**config.mk**
```make
export PLATFORM = sky130hd
export DESIGN_NAME = double_ended_queue_flat
export DESIGN_NICKNAME = d
export VERILOG_FILES = /design/src/deq_pkg.sv /design/src/deq_if.sv /design/src/deq_ram.sv /design/src/deq_ctrl.sv /design/src/deq_dp.sv /design/src/double_ended_queue.sv /design/src/flat_wrapper.sv
export SDC_FILE = /design/constraint.sdc
export NUM_CORES = 1
export LEC_CHECK = 0
export BUFFER_PORTS_ARGS = -buffer_cell sky130_fd_sc_hd__buf_4
export CORE_ASPECT_RATIO = 0.6
export CORE_MARGIN = 4
export CORE_UTILIZATION = 55
export DETAILED_ROUTE_END_ITERATION = 7
export GPL_TIMING_DRIVEN = 0
export HOLD_SLACK_MARGIN = 0.03
export PLACE_DENSITY = 0.77
export SKIP_CTS_REPAIR_TIMING = 1
export SKIP_LAST_GASP = 1
export SLEW_MARGIN = 10
export SYNTH_ARGS = -nofsm -noshare
export SYNTH_HDL_FRONTEND = slang
export SYNTH_SLANG_ARGS = --single-unit
```
**constraint.sdc**
```tcl
create_clock -name i_clk -period 4.3 [get_ports i_clk]
set_input_delay 0.645 -clock i_clk [delete_from_list [all_inputs] [get_ports i_clk]]
set_output_delay 0.645 -clock i_clk [all_outputs]
set_load 0.03 [all_outputs]
```
**src/deq_pkg.sv**
```systemverilog
package deq_pkg;

    localparam int DEPTH    = 16;
    localparam int ADDR_W   = (DEPTH > 1) ? $clog2(DEPTH) : 1;
    localparam int CNT_W    = $clog2(DEPTH + 1);
    localparam int WORD_W   = 32;
    localparam int OPCODE_W = 3;
    localparam int STATUS_W = 2;

    localparam logic [OPCODE_W-1:0] OP_PUSH_FRONT = 3'd0;
    localparam logic [OPCODE_W-1:0] OP_PUSH_REAR  = 3'd1;
    localparam logic [OPCODE_W-1:0] OP_POP_FRONT  = 3'd2;
    localparam logic [OPCODE_W-1:0] OP_POP_REAR   = 3'd3;
    localparam logic [OPCODE_W-1:0] OP_PEEK       = 3'd4;

    localparam logic [STATUS_W-1:0] ST_DONE  = 2'd0;
    localparam logic [STATUS_W-1:0] ST_EMPTY = 2'd1;
    localparam logic [STATUS_W-1:0] ST_FULL  = 2'd2;

    // controller -> datapath
    typedef struct packed {
        logic accept;
        logic exec;
        logic read;
        logic load;
    } t_cmd;

    // datapath -> controller
    typedef struct packed {
        logic out_free;
    } t_sts;

endpackage

```
**src/deq_if.sv**
```systemverilog
interface deq_in_if;
    import deq_pkg::*;

    logic                       valid;
    logic                       ready;
    logic [OPCODE_W-1:0]        opcode;
    logic signed [WORD_W-1:0]   value;

    modport source (output valid, output opcode, output value, input ready);
    modport sink   (input valid, input opcode, input value, output ready);
endinterface

interface deq_out_if;
    import deq_pkg::*;

    logic                       valid;
    logic                       ready;
    logic signed [WORD_W-1:0]   front_value;
    logic                       is_empty;
    logic [STATUS_W-1:0]        status;

    modport source (output valid, output front_value, output is_empty, output status,
                    input ready);
    modport sink   (input valid, input front_value, input is_empty, input status,
                    output ready);
endinterface

```
**src/deq_ram.sv**
```systemverilog
module deq_ram #(
    parameter int WIDTH = 32,
    parameter int DEPTH = 16
) (
    input  logic                                 i_clk,
    input  logic                                 i_we,
    input  logic [((DEPTH > 1) ? $clog2(DEPTH) : 1)-1:0] i_waddr,
    input  logic [WIDTH-1:0]                     i_wdata,
    input  logic                                 i_re,
    input  logic [((DEPTH > 1) ? $clog2(DEPTH) : 1)-1:0] i_raddr,
    output logic [WIDTH-1:0]                     o_rdata
);
    logic [WIDTH-1:0] r_mem [DEPTH];
    logic [WIDTH-1:0] r_rdata;

    always_ff @(posedge i_clk) begin
        if (i_we) begin
            r_mem[i_waddr] <= i_wdata;
        end
        if (i_re) begin
            r_rdata <= r_mem[i_raddr];
        end
    end

    assign o_rdata = r_rdata;
endmodule

```
**src/deq_ctrl.sv**
```systemverilog
module deq_ctrl (
    input  logic          i_clk,
    input  logic          i_rst_n,
    input  logic          i_in_valid,
    output logic          o_in_ready,
    input  deq_pkg::t_sts i_sts,
    output deq_pkg::t_cmd o_cmd
);
    import deq_pkg::*;

    typedef enum logic [1:0] {
        S_IDLE,
        S_EXEC,
        S_READ,
        S_LOAD
    } t_state;

    t_state r_state;

    always_ff @(posedge i_clk) begin
        if (!i_rst_n) begin
            r_state <= S_IDLE;
        end else begin
            unique case (r_state)
                S_IDLE: begin
                    if (i_in_valid) begin
                        r_state <= S_EXEC;
                    end
                end
                S_EXEC: r_state <= S_READ;
                S_READ: r_state <= S_LOAD;
                S_LOAD: begin
                    if (i_sts.out_free) begin
                        r_state <= S_IDLE;
                    end
                end
                default: r_state <= S_IDLE;
            endcase
        end
    end

    assign o_in_ready   = (r_state == S_IDLE);
    assign o_cmd.accept = (r_state == S_IDLE) && i_in_valid;
    assign o_cmd.exec   = (r_state == S_EXEC);
    assign o_cmd.read   = (r_state == S_READ);
    assign o_cmd.load   = (r_state == S_LOAD) && i_sts.out_free;

`ifndef NO_ASSERTIONS
    a_accept_to_exec: assert property (@(posedge i_clk) disable iff (!i_rst_n)
        o_cmd.accept |=> (r_state == S_EXEC) && !o_in_ready)
        else $error("accepted beat did not start execution");

    a_exec_then_read: assert property (@(posedge i_clk) disable iff (!i_rst_n)
        o_cmd.exec |=> o_cmd.read ##1 (r_state == S_LOAD))
        else $error("store read did not follow execution");
`endif
endmodule

```
**src/deq_dp.sv**
```systemverilog
module deq_dp (
    input  logic                                i_clk,
    input  logic                                i_rst_n,
    input  deq_pkg::t_cmd                       i_cmd,
    output deq_pkg::t_sts                       o_sts,
    input  logic [deq_pkg::OPCODE_W-1:0]        i_opcode,
    input  logic signed [deq_pkg::WORD_W-1:0]   i_value,
    output logic                                o_out_valid,
    input  logic                                i_out_ready,
    output logic signed [deq_pkg::WORD_W-1:0]   o_front_value,
    output logic                                o_is_empty,
    output logic [deq_pkg::STATUS_W-1:0]        o_status
);
    import deq_pkg::*;

    logic [OPCODE_W-1:0] r_op;
    logic [WORD_W-1:0]   r_value;
    logic [ADDR_W-1:0]   r_front, n_front;
    logic [CNT_W-1:0]    r_count, n_count;
    logic [STATUS_W-1:0] r_status, n_status;

    logic                r_out_valid;
    logic [WORD_W-1:0]   r_out_front;
    logic                r_out_empty;
    logic [STATUS_W-1:0] r_out_status;

    logic                w_empty;
    logic                w_full;
    logic [ADDR_W-1:0]   w_front_dec;
    logic [ADDR_W-1:0]   w_front_inc;
    logic [ADDR_W:0]     w_rear_sum;
    logic [ADDR_W-1:0]   w_rear;
    logic                w_we;
    logic [ADDR_W-1:0]   w_waddr;
    logic [WORD_W-1:0]   w_rdata;

    assign w_empty     = (r_count == '0);
    assign w_full      = (r_count == CNT_W'(DEPTH));
    assign w_front_dec = (r_front == '0) ? ADDR_W'(DEPTH - 1) : r_front - ADDR_W'(1);
    assign w_front_inc = (r_front == ADDR_W'(DEPTH - 1)) ? '0 : r_front + ADDR_W'(1);
    // rear slot is front + occupancy, wrapped once (occupancy < DEPTH on a push)
    assign w_rear_sum  = {1'b0, r_front} + (ADDR_W + 1)'(r_count);
    assign w_rear      = (w_rear_sum >= (ADDR_W + 1)'(DEPTH))
                       ? ADDR_W'(w_rear_sum - (ADDR_W + 1)'(DEPTH))
                       : ADDR_W'(w_rear_sum);

    always_comb begin
        n_front  = r_front;
        n_count  = r_count;
        n_status = ST_DONE;
        w_we     = 1'b0;
        w_waddr  = w_rear;
        unique case (r_op)
            OP_PUSH_FRONT: begin
                if (w_full) begin
                    n_status = ST_FULL;
                end else begin
                    n_front = w_front_dec;
                    n_count = r_count + CNT_W'(1);
                    w_we    = 1'b1;
                    w_waddr = w_front_dec;
                end
            end
            OP_PUSH_REAR: begin
                if (w_full) begin
                    n_status = ST_FULL;
                end else begin
                    n_count = r_count + CNT_W'(1);
                    w_we    = 1'b1;
                end
            end
            OP_POP_FRONT: begin
                if (w_empty) begin
                    n_status = ST_EMPTY;
                end else begin
                    n_front = w_front_inc;
                    n_count = r_count - CNT_W'(1);
                end
            end
            OP_POP_REAR: begin
                if (w_empty) begin
                    n_status = ST_EMPTY;
                end else begin
                    n_count = r_count - CNT_W'(1);
                end
            end
            OP_PEEK: begin
                if (w_empty) begin
                    n_status = ST_EMPTY;
                end
            end
            default: n_status = ST_DONE;
        endcase
    end

    deq_ram #(
        .WIDTH (WORD_W),
        .DEPTH (DEPTH)
    ) u_store (
        .i_clk   (i_clk),
        .i_we    (i_cmd.exec && w_we),
        .i_waddr (w_waddr),
        .i_wdata (r_value),
        .i_re    (i_cmd.read),
        .i_raddr (r_front),
        .o_rdata (w_rdata)
    );

    always_ff @(posedge i_clk) begin
        if (i_cmd.accept) begin
            r_op    <= i_opcode;
            r_value <= i_value;
        end
        if (i_cmd.exec) begin
            r_status <= n_status;
        end
        if (i_cmd.load) begin
            r_out_front  <= w_empty ? '0 : w_rdata;
            r_out_empty  <= w_empty;
            r_out_status <= r_status;
        end
    end

    always_ff @(posedge i_clk) begin
        if (!i_rst_n) begin
            r_front     <= '0;
            r_count     <= '0;
            r_out_valid <= 1'b0;
        end else begin
            if (i_cmd.exec) begin
                r_front <= n_front;
                r_count <= n_count;
            end
            if (i_cmd.load) begin
                r_out_valid <= 1'b1;
            end else if (i_out_ready) begin
                r_out_valid <= 1'b0;
            end
        end
    end

    assign o_sts.out_free = !r_out_valid || i_out_ready;
    assign o_out_valid    = r_out_valid;
    assign o_front_value  = $signed(r_out_front);
    assign o_is_empty     = r_out_empty;
    assign o_status       = r_out_status;

`ifndef NO_ASSERTIONS
    a_count_bound: assert property (@(posedge i_clk) disable iff (!i_rst_n)
        (r_count <= CNT_W'(DEPTH)) && (r_front <= ADDR_W'(DEPTH - 1)))
        else $error("occupancy or front index out of range");

    a_load_free: assert property (@(posedge i_clk) disable iff (!i_rst_n)
        i_cmd.load |-> (!r_out_valid || i_out_ready))
        else $error("result register overwritten while stalled");

    a_full_not_empty: assert property (@(posedge i_clk) disable iff (!i_rst_n)
        (r_out_valid && (r_out_status == ST_FULL)) |-> !r_out_empty)
        else $error("dropped push reported on empty queue");
`endif
endmodule

```
**src/double_ended_queue.sv**
```systemverilog
// Bounded double-ended queue of signed 32-bit words in a 16-entry ring.
// Input channel i_in carries opcode and value: push front, push rear,
// pop front, pop rear, peek; other opcodes leave the queue unchanged.
// Output channel o_out returns one beat per input beat: the front word
// after the operation (0 when empty), the empty flag and a status
// (done, pop/peek on empty, push dropped because full).
// Both channels use valid/ready; a beat moves when both are high.
// Timing: an accepted beat is executed the next cycle, the new front
// entry is read from the store the cycle after, and the
// result is registered in the load state once o_out can take it. Each
// item passes through the execute, read and load states in turn: the
// store write is followed by its registered read of the front entry.
// The result register holds its beat while o_out.ready is low; the next
// input beat is taken once that result has been loaded.
// Reset (synchronous, active low) empties the queue and drops any
// pending result; store contents are not cleared.
module double_ended_queue (
    input  logic         i_clk,
    input  logic         i_rst_n,
    deq_in_if.sink       i_in,
    deq_out_if.source    o_out
);
    import deq_pkg::*;

    t_cmd w_cmd;
    t_sts w_sts;

    deq_ctrl u_ctrl (
        .i_clk      (i_clk),
        .i_rst_n    (i_rst_n),
        .i_in_valid (i_in.valid),
        .o_in_ready (i_in.ready),
        .i_sts      (w_sts),
        .o_cmd      (w_cmd)
    );

    deq_dp u_dp (
        .i_clk         (i_clk),
        .i_rst_n       (i_rst_n),
        .i_cmd         (w_cmd),
        .o_sts         (w_sts),
        .i_opcode      (i_in.opcode),
        .i_value       (i_in.value),
        .o_out_valid   (o_out.valid),
        .i_out_ready   (o_out.ready),
        .o_front_value (o_out.front_value),
        .o_is_empty    (o_out.is_empty),
        .o_status      (o_out.status)
    );
endmodule

```
**src/flat_wrapper.sv**
```systemverilog
// flat-port wrapper written by rule: the top's interface ports become plain ports
module double_ended_queue_flat import deq_pkg::*;
  (i_clk, i_rst_n, i_in_valid, i_in_opcode, i_in_value, i_in_ready, o_out_valid, o_out_front_value, o_out_is_empty, o_out_status, o_out_ready);
  deq_in_if i_in_i ();
  deq_out_if o_out_i ();
  input  logic i_clk;
  input  logic i_rst_n;
  input wire logic [$bits(i_in_i.valid)-1:0] i_in_valid;
  input wire logic [$bits(i_in_i.opcode)-1:0] i_in_opcode;
  input wire logic [$bits(i_in_i.value)-1:0] i_in_value;
  output wire logic [$bits(i_in_i.ready)-1:0] i_in_ready;
  output wire logic [$bits(o_out_i.valid)-1:0] o_out_valid;
  output wire logic [$bits(o_out_i.front_value)-1:0] o_out_front_value;
  output wire logic [$bits(o_out_i.is_empty)-1:0] o_out_is_empty;
  output wire logic [$bits(o_out_i.status)-1:0] o_out_status;
  input wire logic [$bits(o_out_i.ready)-1:0] o_out_ready;
  assign i_in_i.valid = i_in_valid;
  assign i_in_i.opcode = i_in_opcode;
  assign i_in_i.value = i_in_value;
  assign i_in_ready = i_in_i.ready;
  assign o_out_valid = o_out_i.valid;
  assign o_out_front_value = o_out_i.front_value;
  assign o_out_is_empty = o_out_i.is_empty;
  assign o_out_status = o_out_i.status;
  assign o_out_i.ready = o_out_ready;
  double_ended_queue u_core (.i_clk(i_clk), .i_rst_n(i_rst_n), .i_in(i_in_i), .o_out(o_out_i));
endmodule
```
* After elaboration in Yosys (flattened, before gate mapping)
Memories as Yosys holds them, arrays and structs flattened. A register that Yosys moved wholly into a read port is not among the register bits.
Index checks and enable logic that the tools add are counted.
** Storage, ports and cells
- Flip-flop bits (word level) :: 84
- Bits in writable memories :: 512
- Input bits :: 39
- Output and inout bits :: 37
- Memories :: 1
** Memory list
- u_core.u_dp.u_store.r_mem :: words 16, width 32, read ports 1, clocked after Yosys merged registers in 1, write ports 1, RTL line deq_ram.sv:13 : logic [WIDTH-1:0] r_mem [DEPTH];
** Operators by class
- $add $sub $neg :: 6
- Order comparisons :: 1
- Equal/unequal tests :: 15
- Muxes and demuxes :: 23
- Reduce and logical (&&, ||, !) cells :: 18
** Operators by type and width (count)
- 4-bit 2-to-1 mux :: 7
- 2-bit != test (second input constant) :: 6
- 5-bit 2-to-1 mux :: 2
- 5-bit case mux with 2 select lines :: 1
- 2-bit case mux with 4 select lines :: 1
- 4-bit case mux with 2 select lines :: 1
- 4-bit AND reduction :: 2
- 4-bit by 1-bit subtractor with 4-bit output (second input constant) :: 2
- 1-bit 2-to-1 mux :: 7
- 3-bit by 2-bit == test with 1-bit output (second input constant) :: 2
- 2-bit 2-to-1 mux :: 3
- 2-bit nonzero test :: 3
- 4-bit by 5-bit adder with 5-bit output :: 1
- 5-bit by 1-bit adder with 5-bit output (second input constant) :: 1
- 5-bit == test (second input constant) :: 1
- 5-bit greater-or-equal comparator (second input constant) :: 1
- 5-bit logical NOT :: 1
- 5-bit by 1-bit subtractor with 5-bit output (second input constant) :: 1
- 4-bit by 1-bit adder with 4-bit output (second input constant) :: 1
- 2-bit == test (second input constant) :: 2
- 4-bit == test (second input constant) :: 1
- 4-bit logical NOT :: 1
- 2-bit case mux with 2 select lines :: 1
- 2-bit OR reduction :: 2
- 10 further kinds :: 12

* Longest topological paths before layout
Gate-level depths: netlist of run 1.
- Depth after elaboration :: 6
- Depth in mapped cells :: 9
- Mapped depth without buffers :: 8

* Hierarchy
A second synthesis of run 1 with hierarchy kept.
** Second synthesis, totals
- Cells, all modules :: 1068
- Area, all modules :: 23622.7 µm²
** Modules (own cells, without submodules)
- deq_ram :: times used 1, cells an instance 838, area an instance 20155.6 µm², sequential area each 16335.7 µm²
- deq_dp :: times used 1, cells an instance 212, area an instance 3295.7 µm², sequential area each 2362.3 µm²
- deq_ctrl :: times used 1, cells an instance 18, area an instance 171.4 µm², sequential area each 40.0 µm²

* Worst setup path before layout of run 1
No wires, ideal clock.
- Path type :: reg2reg
- Start point :: reg u_core.u_dp.r_front[1]
- End point :: mem u_core.u_dp.u_store.r_mem[13][0], enable pin
- Arrival :: 4.029 ns
- Data required time :: 3.839 ns
- Slack :: -0.190 ns
- Cell stages (with the launch flop) :: 10
- Cells stage by stage :: dfxtp_1 > clkbuf_1 > buf_2 > inv_1 > ha_1 > or3b_2 > nand2_1 > mux2_2 > nand2_1 > nor3_1
** Between the ends
- Cells in the longest elaborated chain, start to end :: 5
** Ends and longest elaborated chain
- start: declaration :: RTL line deq_dp.sv:18 : logic [ADDR_W-1:0] r_front, n_front;
- start signal: assignment :: RTL line deq_dp.sv:131 : r_front <= n_front;
- 4-bit by 5-bit adder with 5-bit output :: RTL line deq_dp.sv:42 : assign w_rear_sum = {1'b0, r_front} + (ADDR_W + 1)'(r_count);
- 4-bit by 1-bit subtractor with 4-bit output / 5-bit greater-or-equal comparator (equally long branches) :: RTL line deq_dp.sv:44, deq_dp.sv:43
- 4-bit 2-to-1 mux :: RTL line deq_dp.sv:44 : ? ADDR_W'(w_rear_sum - (ADDR_W + 1)'(DEPTH))
- 4-bit 2-to-1 mux :: RTL line deq_dp.sv:55 : if (w_full) begin
- 4-bit 2-to-1 mux * :: RTL line deq_dp.sv:53 : unique case (r_op)
- end: declaration :: RTL line deq_ram.sv:13
Mark *: on every way between the ends. The rest lies on a longest branch, timed or not.

* Worst setup path in the final report of run 1
- Start point :: reg u_core.u_dp.r_front[1]
- End point :: mem u_core.u_dp.u_store.r_mem[5][24], enable pin
Same word-level chain as after synthesis.

==> Flow_metrics.wiki, run 1 <==
{| class="wikitable"
! Metric !! Value
|-
| IR Drop Worst-Case VDD || between 0.0004 and 0.0005 V
|-
| Finish-stage setup viols || 0
|-
| Initial standard-cell utilization of the core || 56.18%
|-
| Design Area, Final || 27480 sq um
|-
| Portion of synthesized cell area occupied by the leading cell type || 77.82%
|-
| Wirelength, routed || 52.22 mm
|-
| Number of cells in the design after placement || between 1500 and 2000
|-
| Top cells by area in the synthesized netlist || sky130_fd_sc_hd__edfxtp_1, sky130_fd_sc_hd__mux4_2, sky130_fd_sc_hd__dfxtp_1, sky130_fd_sc_hd__nor2b_1, sky130_fd_sc_hd__ha_1
|-
| Endpoint of the worst hold-timing path || u_core.u_dp.r_value[26]$_DFFE_PP_
|-
| Half-perimeter wire length after detailed placement || 33.86 mm
|-
| CTS Buf Count || 53
|-
| Multi-input gate area in the final layout || 4887 sq um
|-
| Final Non-Filler Cells || 1797
|-
| Site Rows || 58
|-
| Ys flop type || sky130_fd_sc_hd__edfxtp_1
|-
| Category of the worst setup path launch point || register
|-
| TritonCTS clock tree || yes
|-
| Leading area contributor after synthesis || sky130_fd_sc_hd__edfxtp_1
|-
| Fill cell total of the finished layout || approximately 2700
|-
| Unrepaired setup endpoints after global routing || no
|-
| Worst-case clock skew || roughly 0.012 ns
|-
| Core outline area || 42310 sq um
|-
| Post-route ant nets || 0
|-
| Signal arrival time at the worst endpoint || 4.43 ns
|-
| Number of inserted diodes || 0
|-
| Netlist area before placement || 23770 sq um
|-
| Post-synthesis net count || roughly 1100
|-
| Overall overflow remaining after global route || 0
|-
| Number of synthesized flops with an enable pin || ~620
|-
| Most common library cell in the layout ignoring fill and taps || sky130_fd_sc_hd__edfxtp_1
|-
| Class of the worst hold path || input pin to register
|-
| Wire per inst || 29.06 microns
|-
| Highest clock rate || 241.0 MHz
|-
| Count of maximum capacitance violations || 0
|-
| P per Cell Area || about 530 nW/um^2
|-
| Cell depth of the worst flop-to-flop path || 9
|-
| DP Area || 25820 sq um
|-
| Total area of sequential cells || 18740 sq um
|-
| Worst reg2reg startpoint || u_core.u_dp.r_front[1]$_SDFFE_PN0P_
|-
| Final worst-path cycle share || 96.51%
|-
| Boundary Pins || between 70 and 80
|-
| Number of DRC violations after detailed routing || 0
|-
| Final design utilization || 64.95%
|-
| Die W || ~280 microns
|-
| Result of the run || completed
|-
| Buffers on Ports || 75
|-
| Syn Inst Count || 1015
|-
| H-tree level count || 2
|-
| Register bit count reported by yosys || roughly 630
|-
| Cell depth of the worst hold path || 1
|-
| Cell variety after synth || 42
|-
| Net count reported at finish || 1238
|-
| Total power draw || 0.01448 W
|-
| Vias in the first global route || approximately 11000
|-
| Synthesis Warnings || 0
|-
| DP Worst Slack || 0.2239 ns
|-
| Initial antenna violation count || 0
|-
| Pin count of the biggest net entering global routing || 22
|-
| Kind of end point of the critical path || register
|-
| Reg-to-reg critical path endpoint || u_core.u_dp.u_store.r_mem[5][24]$_DFFE_PP_
|-
| Critical path peak fanout || 10
|-
| First DRT Iteration DRCs || 1816
|-
| Startpoint of the worst setup timing path || u_core.u_dp.r_front[1]$_SDFFE_PN0P_
|-
| Buffers from clock root to sink, at most || 3
|-
| Clock-pin transition on the worst setup and hold timing paths || 0.07 ns
|-
| Part of the Yosys area used for sequential elements || about four fifths
|-
| Pleak || 8.587 nW
|-
| Via density || 6.287
|-
| Headroom to the max-slew limit || 29.35%
|-
| Sinks on Clock Net || 628
|-
| GRT Util Overall || 22.79%
|-
| Setup slack on the worst flop-to-flop path || 0.15 ns
|-
| Synth async-reset ratio || 0%
|-
| Final Hold Fails || 0
|-
| Most frequent cells in the layout || sky130_fd_sc_hd__edfxtp_1, sky130_fd_sc_hd__mux4_2, sky130_fd_sc_hd__buf_4
|-
| Number of iterations in the first detailed-routing pass || 5
|-
| Fraction of layout cells with a size suffix above 1 || 32.76%
|-
| Global-route wire length before repair || 77.82 mm
|-
| Worst Path Class, Setup || register to register
|-
| Average cell area after synthesis || 23.42 sq um
|-
| Transition time of the tightest slew-check pin || 1.039 ns
|-
| Area of the die || approximately 47000 sq um
|-
| Required time reported for the critical path endpoint || approximately 4.6 ns
|-
| Max-slew violations || 0
|-
| Total via count after detailed routing || 11297
|-
| Crit path time final || 4.150 ns
|-
| Min-delay src || i_in_value[26]
|-
| Fin worst setup slack || 0.1501 ns
|-
| Area growth from synthesis to layout || 15.61%
|-
| Gp weighted congestion || 0.8096
|-
| Die height || between 150 and 200 microns
|-
| Root Buffer || sky130_fd_sc_hd__clkbuf_16
|-
| Worst skew pair latency || 0.58 ns
|}
[how the worst max path moves through the flow]
stage	to
final	u_core.u_dp.u_store.r_mem[5][24]$_DFFE_PP_
after floorplan	u_core.u_dp.u_store.r_mem[13][0]$_DFFE_PP_
after global placement	u_core.u_dp.u_store.r_mem[13][23]$_DFFE_PP_
after global routing	u_core.u_dp.u_store.r_mem[9][23]$_DFFE_PP_
after CTS	u_core.u_dp.u_store.r_mem[13][21]$_DFFE_PP_
after detailed placement	u_core.u_dp.u_store.r_mem[13][21]$_DFFE_PP_
[critical path, cell delays in order, from the launching register on]
cell and delay, ns:
sky130_fd_sc_hd__dfxtp_1 0.40, sky130_fd_sc_hd__clkbuf_1 0.29, sky130_fd_sc_hd__buf_2 0.40, sky130_fd_sc_hd__inv_1 0.22
sky130_fd_sc_hd__ha_1 0.30, sky130_fd_sc_hd__o311ai_2 0.45, sky130_fd_sc_hd__mux2i_2 0.38, sky130_fd_sc_hd__nor3_2 0.93
sky130_fd_sc_hd__buf_6 0.24, sky130_fd_sc_hd__buf_4 0.21
[per-layer routing]
layer / wire length [microns] / track usage (%)
met1: 21620 / 35.05
met2: 24060 / 34.33
met5: 0 / 0
met4: 1014 / 4.760
met3: 5515 / 5.294
[per-stage QoR]
step / hold WS (ns) / TNS (ns)
2_1_floorplan: 0.4003 / -24.33
3_3_place_gp: 0.4054 / -981.73
3_5_place_dp: 0.4062 / 0
4_1_cts: 0.2179 / 0
5_1_grt: 0.2138 / 0
6_report: 0.2386 / 0
[layout make-up]
type                    count  share of cell area, %
inverters                  10                 0.1366
clock buffers              65                  5.068
plain buffers              46                 0.9197
clock inverters            32                 0.9379
well taps                 570                  2.595
multi-input cells         331                  17.78
flip-flops and latches    628                  68.19
repair buffers            115                  4.371
[flip-flops by register name, indices dropped and copies added, names as in the netlist]
register and flops:
u_core.u_dp.u_store.r_mem 512, u_core.u_dp.o_front_value 32, u_core.u_dp.r_value 32, u_core.u_dp.u_store.o_rdata 32
u_core.u_dp.r_count 5, u_core.u_dp.r_front 4, u_core.u_dp.r_op 3, u_core.u_ctrl.r_state 2
u_core.u_dp.o_status 2, u_core.u_dp.r_status 2, u_core.u_dp.o_is_empty 1, u_core.u_dp.o_out_valid 1
[cell families after synthesis]
kind of cell | count (synthesis) | synth area share [%]
DFF | 628 | 78.83
muxes | 167 | 15.41
buffers and inverters | 56 | 1.221
adders and majority gates | 14 | 0.8001
and+or+nand+nor | 106 | 2.385
AOI/OAI and AO/OA | 33 | 0.9423
xor gates and xnor gates | 11 | 0.4053
[report_power, final]
group / leakage [nW] / internal, W / switching [W]
clock: 0.802 / 0.00250 / 0.00212
combinational: 2.12 / 0.000787 / 0.00122
sequential: 5.67 / 0.00747 / 0.000383
[cells in the mapped netlist (all sizes together) (5+ instances only)]
library cell	number
mux4	159
nor2b	36
dfxtp	12
edfxtp	616
a21oi	12
buf	28
nand2	16
clkbuf	18
nor2	24
nor3	13
ha	12
mux2i	6
o21ai	5
xnor2	7
inv	10
Note: power is estimated with default switching activity, not from simulation.
==> run 2: changes to the inputs <==
--- a/config.mk
+++ b/config.mk
@@ -8,14 +8,12 @@
 export BUFFER_PORTS_ARGS = -buffer_cell sky130_fd_sc_hd__buf_4
 export CORE_ASPECT_RATIO = 0.6
 export CORE_MARGIN = 4
-export CORE_UTILIZATION = 55
+export CORE_UTILIZATION = 45
 export DETAILED_ROUTE_END_ITERATION = 7
-export GPL_TIMING_DRIVEN = 0
 export HOLD_SLACK_MARGIN = 0.03
-export PLACE_DENSITY = 0.77
+export PLACE_DENSITY = 0.65
 export SKIP_CTS_REPAIR_TIMING = 1
 export SKIP_LAST_GASP = 1
-export SLEW_MARGIN = 10
 export SYNTH_ARGS = -nofsm -noshare
 export SYNTH_HDL_FRONTEND = slang
 export SYNTH_SLANG_ARGS = --single-unit
==> Flow_metrics.wiki, run 2 (synthesis results as in run 1) <==
{| class="wikitable"
! Metric !! Value
|-
| Number of cells in the design after placement || 1776
|-
| Final Non-Filler Cells || 1872
|-
| Crit path time final || 3.293 ns
|-
| Final Hold Fails || 0
|-
| Buffers on Ports || 75
|-
| Post-route met1 wirelength || ~22 mm
|-
| Area growth from synthesis to layout || 14.00%
|-
| Headroom to the max-slew limit || 28.85%
|-
| Number of inserted diodes || 0
|-
| Setup slack on the worst flop-to-flop path || 1.01 ns
|-
| Worst-case clock skew || about 0.014 ns
|-
| Final worst-path cycle share || 76.59%
|-
| Global-route wire length before repair || 71.75 mm
|-
| Boundary Pins || 76
|-
| CTS Buf Count || 54
|-
| Wire per inst || about 25 microns
|-
| Finish-stage setup viols || 0
|-
| Category of the worst setup path launch point || register
|-
| Signal arrival time at the worst endpoint || 3.58 ns
|-
| Result of the run || completed
|-
| Class of the worst hold path || input pin to register
|-
| Area of the die || 56680 sq um
|-
| Post-route ant nets || 0
|-
| Half-perimeter wire length after detailed placement || 27.87 mm
|-
| Gp weighted congestion || 0.7907
|-
| Post-route setup TNS || 0 ns
|-
| DP Worst Slack || 1.003 ns
|-
| Met3 layer wire length in the routed design || 2.863 mm
|-
| Final design utilization || about 53%
|-
| Required time reported for the critical path endpoint || 4.59 ns
|-
| Unrepaired setup endpoints after global routing || no
|-
| Site Rows || 64
|-
| Buffers from clock root to sink, at most || 3
|-
| Most frequent cells in the layout || sky130_fd_sc_hd__edfxtp_1, sky130_fd_sc_hd__mux4_2, sky130_fd_sc_hd__buf_4
|-
| Kind of end point of the critical path || register
|-
| Clock-pin transition on the worst setup and hold timing paths || about 0.070 ns
|-
| Wirelength, routed || 47.47 mm
|-
| P per Cell Area || 527.5 nW/um^2
|-
| Root Buffer || sky130_fd_sc_hd__clkbuf_16
|-
| First DRT Iteration DRCs || between 1000 and 1500
|-
| Total via count after detailed routing || approximately 11000
|-
| Overall overflow remaining after global route || 0
|-
| Initial standard-cell utilization of the core || 46.09%
|-
| H-tree level count || 2
|-
| Sum of met2 wire segment lengths after detailed routing || 21.49 mm
|-
| Die W || 304.7 microns
|-
| Pleak || around 8.3 nW
|-
| Die height || 186.0 microns
|-
| Count of maximum capacitance violations || 0
|-
| Worst Path Class, Setup || register to register
|-
| Number of flip-flops in the largest register || 512
|-
| TritonCTS clock tree || yes
|-
| Number of iterations in the first detailed-routing pass || 5
|-
| IR Drop Worst-Case VDD || 0.0004114 V
|-
| Vias in the first global route || 10813
|-
| Fraction of layout cells with a size suffix above 1 || about a third
|-
| GRT Util Overall || 17.09%
|-
| Initial antenna violation count || 0
|-
| Pin count of the biggest net entering global routing || 56
|-
| Via density || 5.613
|-
| Core outline area || 51570 sq um
|-
| Worst skew pair latency || 0.58 ns
|-
| Transition time of the tightest slew-check pin || 1.065 ns
|-
| Top layer reached by signal wires || met4
|-
| Critical path peak fanout || 27
|-
| Highest clock rate || 303.7 MHz
|-
| Fin worst setup slack || 1.007 ns
|-
| Max-slew violations || 0
|-
| Register containing the most flip-flops in the final layout || u_core.u_dp.u_store.r_mem
|-
| Sinks on Clock Net || 628
|-
| Most common library cell in the layout ignoring fill and taps || sky130_fd_sc_hd__edfxtp_1
|-
| Net count reported at finish || roughly 1200
|-
| Min Hold Slack || 0.2323 ns
|-
| Number of DRC violations after detailed routing || 0
|}
==> run 2: cell type report <==
cell class / count / area [sq um]
inverter: 10 / 37.54
tap: 693 / 867.1
multi-input combinational: 331 / 4885
clock inverter: 30 / 245.2
clock buffer: 66 / 1418
fill: 3939 / 24470
sequential: 628 / 18750
timing repair buffer: 114 / 893.4
==> run 2: critical path, stage by stage, from the launching register on <==
cell and delay (ns):
sky130_fd_sc_hd__dfxtp_4 0.60, sky130_fd_sc_hd__inv_1 0.17, sky130_fd_sc_hd__ha_1 0.36, sky130_fd_sc_hd__or4_1 0.45, sky130_fd_sc_hd__o32ai_1 0.14, sky130_fd_sc_hd__and2_1 0.19
sky130_fd_sc_hd__nand2_1 0.14, sky130_fd_sc_hd__nor2_4 0.64, sky130_fd_sc_hd__buf_4 0.31
==> run 2: path summary, 6_finish.rpt <==
| check | startpoint | end | cells past startpoint |
|---|---|---|---|
| hold / removal | i_in_value[13] | u_core.u_dp.r_value[13]$_DFFE_PP_ | 1 |
| setup reg to reg | u_core.u_dp.r_front[1]$_SDFFE_PN0P_ | u_core.u_dp.u_store.r_mem[3][13]$_DFFE_PP_ | 8 |
| hold reg to reg | u_core.u_dp.r_status[0]$_DFFE_PN_ | u_core.u_dp.o_status[0]$_DFFE_PP_ | 0 |
| setup / recovery | u_core.u_dp.r_front[1]$_SDFFE_PN0P_ | u_core.u_dp.u_store.r_mem[3][13]$_DFFE_PP_ | 8 |
==> run 2: metrics by stage <==
stage | total power [W] | instance area, sq um
floorplan | 0.009074 | 23790
global placement | 0.009803 | 25430
detailed placement | 0.009854 | 25430
CTS | 0.01447 | 27100
global route | 0.01492 | 27100
finish | 0.01429 | 27100
==> run 2: report_power, final <==
group / internal (W) / switching [W]
clock: 0.00252 / 0.00210
combinational: 0.000720 / 0.00103
sequential: 0.00748 / 0.000440
total: 0.0107 / 0.00357
==> run 2: per-layer routing <==
layer	vias up	track usage, %
met4	0	3.594
met5	-	0
met3	64	3.048
met2	295	26.04
met1	5640	26.31
li1	4509	-
==> run 3: changes to the inputs <==
==> constraint.sdc (replaced) <==
create_clock -name i_clk -period 3 [get_ports i_clk]
set_input_delay 0.45 -clock i_clk [delete_from_list [all_inputs] [get_ports i_clk]]
set_output_delay 0.45 -clock i_clk [all_outputs]
set_load 0.03 [all_outputs]
==> Flow_metrics.wiki, run 3 (synthesis results as in run 1) <==
{| class="wikitable"
! Metric !! Value
|-
| Design Area, Final || 27870 sq um
|-
| Number of inserted diodes || 0
|-
| Number of DRC violations after detailed routing || 0
|-
| Highest clock rate || about 360 MHz
|-
| Half-perimeter wire length after detailed placement || 28.84 mm
|-
| Initial antenna violation count || 0
|-
| Sinks on Clock Net || 628
|-
| Core outline area || 51570 sq um
|-
| Worst Path Class, Setup || register to register
|-
| Die W || 304.7 microns
|-
| CTS Buf Count || 55
|-
| Post-route setup TNS || 0 ns
|-
| First DRT Iteration DRCs || 1084
|-
| Wirelength, routed || 50.10 mm
|-
| Site Rows || 64
|-
| GRT Util Overall || 17.86%
|-
| Register containing the most flip-flops in the final layout || u_core.u_dp.u_store.r_mem
|-
| Root Buffer || sky130_fd_sc_hd__clkbuf_16
|-
| Transition time of the tightest slew-check pin || ~0.91 ns
|-
| Required time reported for the critical path endpoint || 3.26 ns
|-
| Die height || 186.0 microns
|-
| Buffers from clock root to sink, at most || 3
|-
| Area growth from synthesis to layout || 17.24%
|-
| Min Hold Slack || 0.05597 ns
|-
| Fraction of layout cells with a size suffix above 1 || 32.43%
|-
| Number of cells in the design after placement || 1788
|-
| Worst skew pair latency || 0.60 ns
|-
| Pin count of the biggest net entering global routing || 81
|-
| Max-slew violations || 0
|-
| Buffers on Ports || 75
|-
| Most frequent cells in the layout || sky130_fd_sc_hd__edfxtp_1, sky130_fd_sc_hd__mux4_2, sky130_fd_sc_hd__buf_4
|-
| Final worst-path cycle share || roughly nine tenths
|-
| Wire per inst || 26.14 microns
|-
| Via density || 5.615
|-
| Vias in the first global route || 10704
|-
| Pleak || 8.656 nW
|-
| Headroom to the max-slew limit || 39.40%
|-
| Clock-pin transition on the worst setup and hold timing paths || around 0.06 ns
|-
| Final design utilization || 54.04%
|-
| Result of the run || completed
|-
| Initial standard-cell utilization of the core || 46.09%
|-
| Kind of end point of the critical path || register
|-
| IR Drop Worst-Case VDD || approximately 0.00047 V
|-
| Boundary Pins || 76
|-
| Global-route wire length before repair || 74.11 mm
|-
| H-tree level count || 2
|-
| Finish-stage setup viols || 0
|-
| Total via count after detailed routing || between 10000 and 15000
|-
| Worst-case clock skew || between 0.02 and 0.03 ns
|-
| Critical path peak fanout || 28
|-
| Signal arrival time at the worst endpoint || 3.02 ns
|-
| Number of flip-flops in the largest register || 512
|-
| Overall overflow remaining after global route || 0
|-
| Class of the worst hold path || input pin to register
|-
| Final Non-Filler Cells || 1917
|-
| Number of iterations in the first detailed-routing pass || 4
|-
| Gp weighted congestion || 0.7858
|-
| Post-route ant nets || 0
|-
| Most common library cell in the layout ignoring fill and taps || sky130_fd_sc_hd__edfxtp_1
|-
| P per Cell Area || 752.1 nW/um^2
|-
| Final Hold Fails || 0
|-
| Category of the worst setup path launch point || register
|-
| Count of maximum capacitance violations || 0
|-
| Crit path time final || between 2 and 3 ns
|-
| DP Area || 25830 sq um
|-
| Net count reported at finish || 1235
|-
| Area of the die || 56680 sq um
|-
| TritonCTS clock tree || yes
|-
| Unrepaired setup endpoints after global routing || no
|}
-- run 3: changes by cell type in the layout (fill, tap and decap cells not counted), sizes merged --
cell	previous run	this run
clkinvlp	2	3
bufinv	3	4
clkbuf	66	69
dlygate4sd3	0	30
clkinv	25	22
inv	10	11
buf	114	126
-- run 3: path summary, 6_finish.rpt --
check,from,end,slack (ns),depth (start not counted)
setup / recovery,u_core.u_dp.r_front[0]$_SDFFE_PN0P_,u_core.u_dp.u_store.r_mem[7][12]$_DFFE_PP_,0.24,9
hold / removal,i_in_value[1],u_core.u_dp.r_value[1]$_DFFE_PP_,0.06,1
setup reg to reg,u_core.u_dp.r_front[0]$_SDFFE_PN0P_,u_core.u_dp.u_store.r_mem[7][12]$_DFFE_PP_,0.24,9
hold reg to reg,u_core.u_dp.r_status[1]$_DFFE_PN_,u_core.u_dp.o_status[1]$_DFFE_PP_,0.44,0
-- run 3: final cells by class --
cell class / count / area [sq um]
fillers: 3948 / 23700
flip-flops and latches: 628 / 18750
multi-input cells: 331 / 4933
repair buffers: 156 / 1546
clock buffers: 69 / 1450
well taps: 693 / 867.1
clock inverters: 30 / 282.8
inverters: 10 / 37.54
-- run 3: per-stage QoR --
| step | setup slack [ns] | total power, W |
|---|---|---|
| 6_report | 0.2442 | 0.02096 |
| 5_1_grt | 0.1082 | 0.02187 |
| 4_1_cts | 0.2724 | 0.02116 |
| 3_5_place_dp | 0.2799 | 0.01433 |
| 3_3_place_gp | 0.2844 | 0.01425 |
| 2_1_floorplan | -0.1729 | 0.01309 |
-- run 3: report_power, final --
| part | internal, W | switching, W |
|---|---|---|
| registers | 0.0107 | 0.000580 |
| logic | 0.00116 | 0.00166 |
| clock network | 0.00378 | 0.00306 |
-- run 3: routing by layer --
layer	up-vias	global-route usage, %	share of wire (%)
met5	-	0	0
met4	0	2.879	1.0
met3	45	3.423	6.4
met2	344	26.53	46
met1	5772	28.29	47
li1	4603	-	-
-- run 3: critical path, cell delays in order (launching register included) --
cell	delay, ns
sky130_fd_sc_hd__dfxtp_4	0.42
sky130_fd_sc_hd__ha_1	0.20
sky130_fd_sc_hd__inv_1	0.05
sky130_fd_sc_hd__fa_1	0.41
sky130_fd_sc_hd__xor2_1	0.18
sky130_fd_sc_hd__or3_1	0.30
sky130_fd_sc_hd__a21boi_1	0.24
sky130_fd_sc_hd__nand2_1	0.20
sky130_fd_sc_hd__nor2_4	0.16
sky130_fd_sc_hd__buf_12	0.26
